===== src/hdl/cart_ram.sv =====
// Generic single-write, single-read RAM with registered read data.
// No dependencies.
`default_nettype none

module cart_ram #(
  parameter int WIDTH = 8,
  parameter int DEPTH = 16
) (
  input  wire logic                     clk_i,
  input  wire logic                     we_i,
  input  wire logic [$clog2(DEPTH)-1:0] waddr_i,
  input  wire logic [WIDTH-1:0]         wdata_i,
  input  wire logic                     re_i,
  input  wire logic [$clog2(DEPTH)-1:0] raddr_i,
  output logic      [WIDTH-1:0]         rdata_o
);

  logic [WIDTH-1:0] mem_q [DEPTH];

  always_ff @(posedge clk_i) begin
    if (we_i) begin
      mem_q[waddr_i] <= wdata_i;
    end
    if (re_i) begin
      rdata_o <= mem_q[raddr_i];
    end
  end

endmodule

`default_nettype wire


===== config.mk =====
export PLATFORM = sky130hd
export DESIGN_NAME = cart_ram
export DESIGN_NICKNAME = d
export VERILOG_FILES = /design/src/hdl/cart_ram.sv
export SDC_FILE = /design/constraint.sdc
export NUM_CORES = 1
export LEC_CHECK = 0
export BUFFER_PORTS_ARGS = -buffer_cell sky130_fd_sc_hd__buf_4
export CAP_MARGIN = 0
export CORE_MARGIN = 4
export CORE_UTILIZATION = 50
export DETAILED_ROUTE_END_ITERATION = 7
export PLACE_DENSITY = 0.65
export SYNTH_ARGS = -nofsm -noshare
export SYNTH_HDL_FRONTEND = slang
export SYNTH_SLANG_ARGS = --single-unit

===== constraint.sdc =====
create_clock -name clk_i -period 2.19 [get_ports clk_i]
set_input_delay 0.438 -clock clk_i [delete_from_list [all_inputs] [get_ports clk_i]]
set_output_delay 0.438 -clock clk_i [all_outputs]
set_load 0.01 [all_outputs]

==> flow_summary.toml <==
[die]
initial_core_util_pct = 51.09
num_io_pins = 27
core_area_um2 = 10230
std_cell_rows = 37
die_h_um = 110.3
die-area_um2 = 12160
die_w_um = 110.3

[clock_tree]
htreeDepth = 4
worstSkewPairLatency_ps = 520
clock-sinks = 136
cts_root_buffer = "clkbuf_8"
cts-resized-gates = 0
clockBufferDepth = 2
cts_tree = "yes"
postCtsSetupBuffers = 0
cts_made_buffers = 17
cts-hold-fix-buffers = 0
clk_pin_slew_ps = 60

[detailed_routing]
drt.antenna.violating_nets = 0
firstDrtPassIters = 5
vias = 2464
via_per_inst = 5.638
drtIter0Drc = 200
drc_errors = 0
wl_per_cell_um = 22.17
wl_um = 9690

[worst_setup_path]
cp_cell_sequence = "mux4_1, a22oi_1, nand2_1"
r2r-start = "mem_q[1][0]$_DFFE_PP_"
crit_slowest_cell = "mux4_1"
path_max_fanout = 1
startpoint = "mem_q[1][0]$_DFFE_PP_"
worstPathRequired_ps = 2450
slowest_delay_ps = 550
rrSetupSlack_ps = 620
start_kind = "flip-flop"
crit_arrival_ps = 1830
crit_path_end_kind = "flip-flop"
crit_type = "flip-flop to flip-flop"

[logic_synthesis]
synth_seq_cells = 136
syn-instance-count = 229
yosysSeqAreaShare_pct = 78.12
synth_top_area_share_pct = 78.12
synth.area.top_cells = "edfxtp_1 (78%), mux4_2 (7.8%), mux4_1 (7.0%)"
synth.cell_area_um2 = 5228
synthesis.nets = 248
yosys_warnings = 0
synth_top_cell_by_area = "edfxtp_1"
ys_types = 18
syn_area_per_cell_um2 = 22.83

[sta]
layout_worst_path_cycle_share_pct = 71.74
setup_tns_ps = 0
fin_ws_ps = 618.9
hold_viol_final = 0
final-max-slew-violation-count = 0
skew_ps = 8.435
setup_viol = 0
fin_crit_ps = 1571
max_slew_margin_pct = 68.35
tightest_slew_ps = 473.7
fmax_mhz = 636.5
rsz0062_at_grt = "no"

[global_route]
grt_pass1_wl_um = 15100
grt_pass1_vias = 2484
grt_max_degree = 30
grt.overflow.total = 0
antenna_found_initial = 0
grt_use_total_pct = 18.25

[placed_design]
port_buffers = 26
dpl_worst_slack_ps = 178.8
placed_cells = 405
dp_hpwl_um = 6306
globalplace.congestion = 0.7297
post_dp_cell_area_um2 = 5712

[final_layout]
nets = 307
final_cells = 437
antenna_cells = 0
area_growth_syn_to_layout_pct = 20.99
final_area_um2 = 6325
drive_gt1_share_pct = 32.89

[power]
p_total_uw = 6138
irDropWorstVdd_uv = 504.5
power_leakage_uw = 0.002157
p_per_area_nw_per_um2 = 970.5

[run]
maxCapViolCount = 0

[hold_path]
hp-class = "input port to flip-flop"
min-delay-start = "re_i"

[run_status]
status = "complete, no violations"
## report_power, final
part / leakage (uW) / total (uW) / internal (uW) / switching (uW)
clock: 0.000290 / 2900 / 1860 / 1040
sequential: 0.00124 / 2950 / 2930 / 13.7
combinational: 0.000630 / 292 / 136 / 156
## per-layer routing
| layer | up-vias | global-route usage (%) | share of wire, % | wire, um |
|---|---|---|---|---|
| met5 | - | 0 | 0 | 0 |
| met4 | 0 | 5.013 | 0.87 | 84 |
| met3 | 7 | 6.174 | 6.8 | 662 |
| met2 | 87 | 27.38 | 49 | 4774 |
| met1 | 1272 | 25.97 | 43 | 4169 |
| li1 | 1098 | - | - | - |
## Yosys cell counts
cell	instances
and2b_1	1
mux4_2	18
nand3_1	1
nor2_1	13
and2_1	1
nand2b_1	2
clkdlybuf4s25_2	3
edfxtp_1	136
buf_2	3
buf_4	1
nor3_1	4
mux4_1	14
nor2b_1	1
nand2_1	9
a22oi_1	16
nand3b_1	2
or3b_2	1
buf_6	3
## kinds of logic after synthesis
| group | after synthesis | share of synthesized area (%) |
|---|---|---|
| buf+inv | 10 | 1.651 |
| simple gates | 35 | 3.136 |
| flops | 136 | 78.12 |
| mux | 32 | 14.79 |
| compound gates | 16 | 2.298 |
## sequential cells by signal, indices dropped and copies added, names as in the netlist
register	cells
mem_q	128
rdata_o	8
## through the flow
step	hold slack (ps)	util, %
3_5_place_dp	738.4	55.83
4_1_cts	199.4	61.82
2_1_floorplan	536.9	-
3_3_place_gp	721.4	55.83
6_report	210.9	61.82
5_1_grt	197.9	61.82
## cells in the final DEF (no fill, tap or decap)
cell        instances
clkinv_1            1
edfxtp_1          136
inv_6               4
nor2b_1             1
clkinvlp_4          3
clkbuf_8            1
nand2b_1            2
or3b_2              1
nor3_1              4
clkinv_4            1
buf_12              2
clkbuf_16          16
clkinv_2            1
nand3b_1            2
and2_1              1
mux4_2             18
buf_4              48
and2b_1             1
bufinv_16           4
nor2_1             13
clkbuf_1            1
nand2_1             9
mux4_1             14
nand3_1             1
a22oi_1            16
## final timing paths
path,to,cells past startpoint
min,rdata_o[1]$_DFFE_PP_,1
max reg2reg,rdata_o[0]$_DFFE_PP_,3
min reg2reg,rdata_o[1]$_DFFE_PP_,3
max,rdata_o[0]$_DFFE_PP_,3
## final cells by class
| class | instances | area (um2) |
|---|---|---|
| multi-input combinational | 83 | 1057 |
| clock buffer | 18 | 417.9 |
| fill | 704 | 3906 |
| tap | 136 | 170.2 |
| timing repair buffer | 50 | 400.4 |
| clock inverter | 14 | 195.2 |
| sequential | 136 | 4084 |
## worst max-delay path, delay by kind of cell, from the launching register on
family	cells	cell delay, ps
AOI/OAI and AO/OA	1	330
and+or+nand+nor	1	90
DFF	1	350
muxes	1	550
Note: power is estimated with default switching activity, not from simulation.
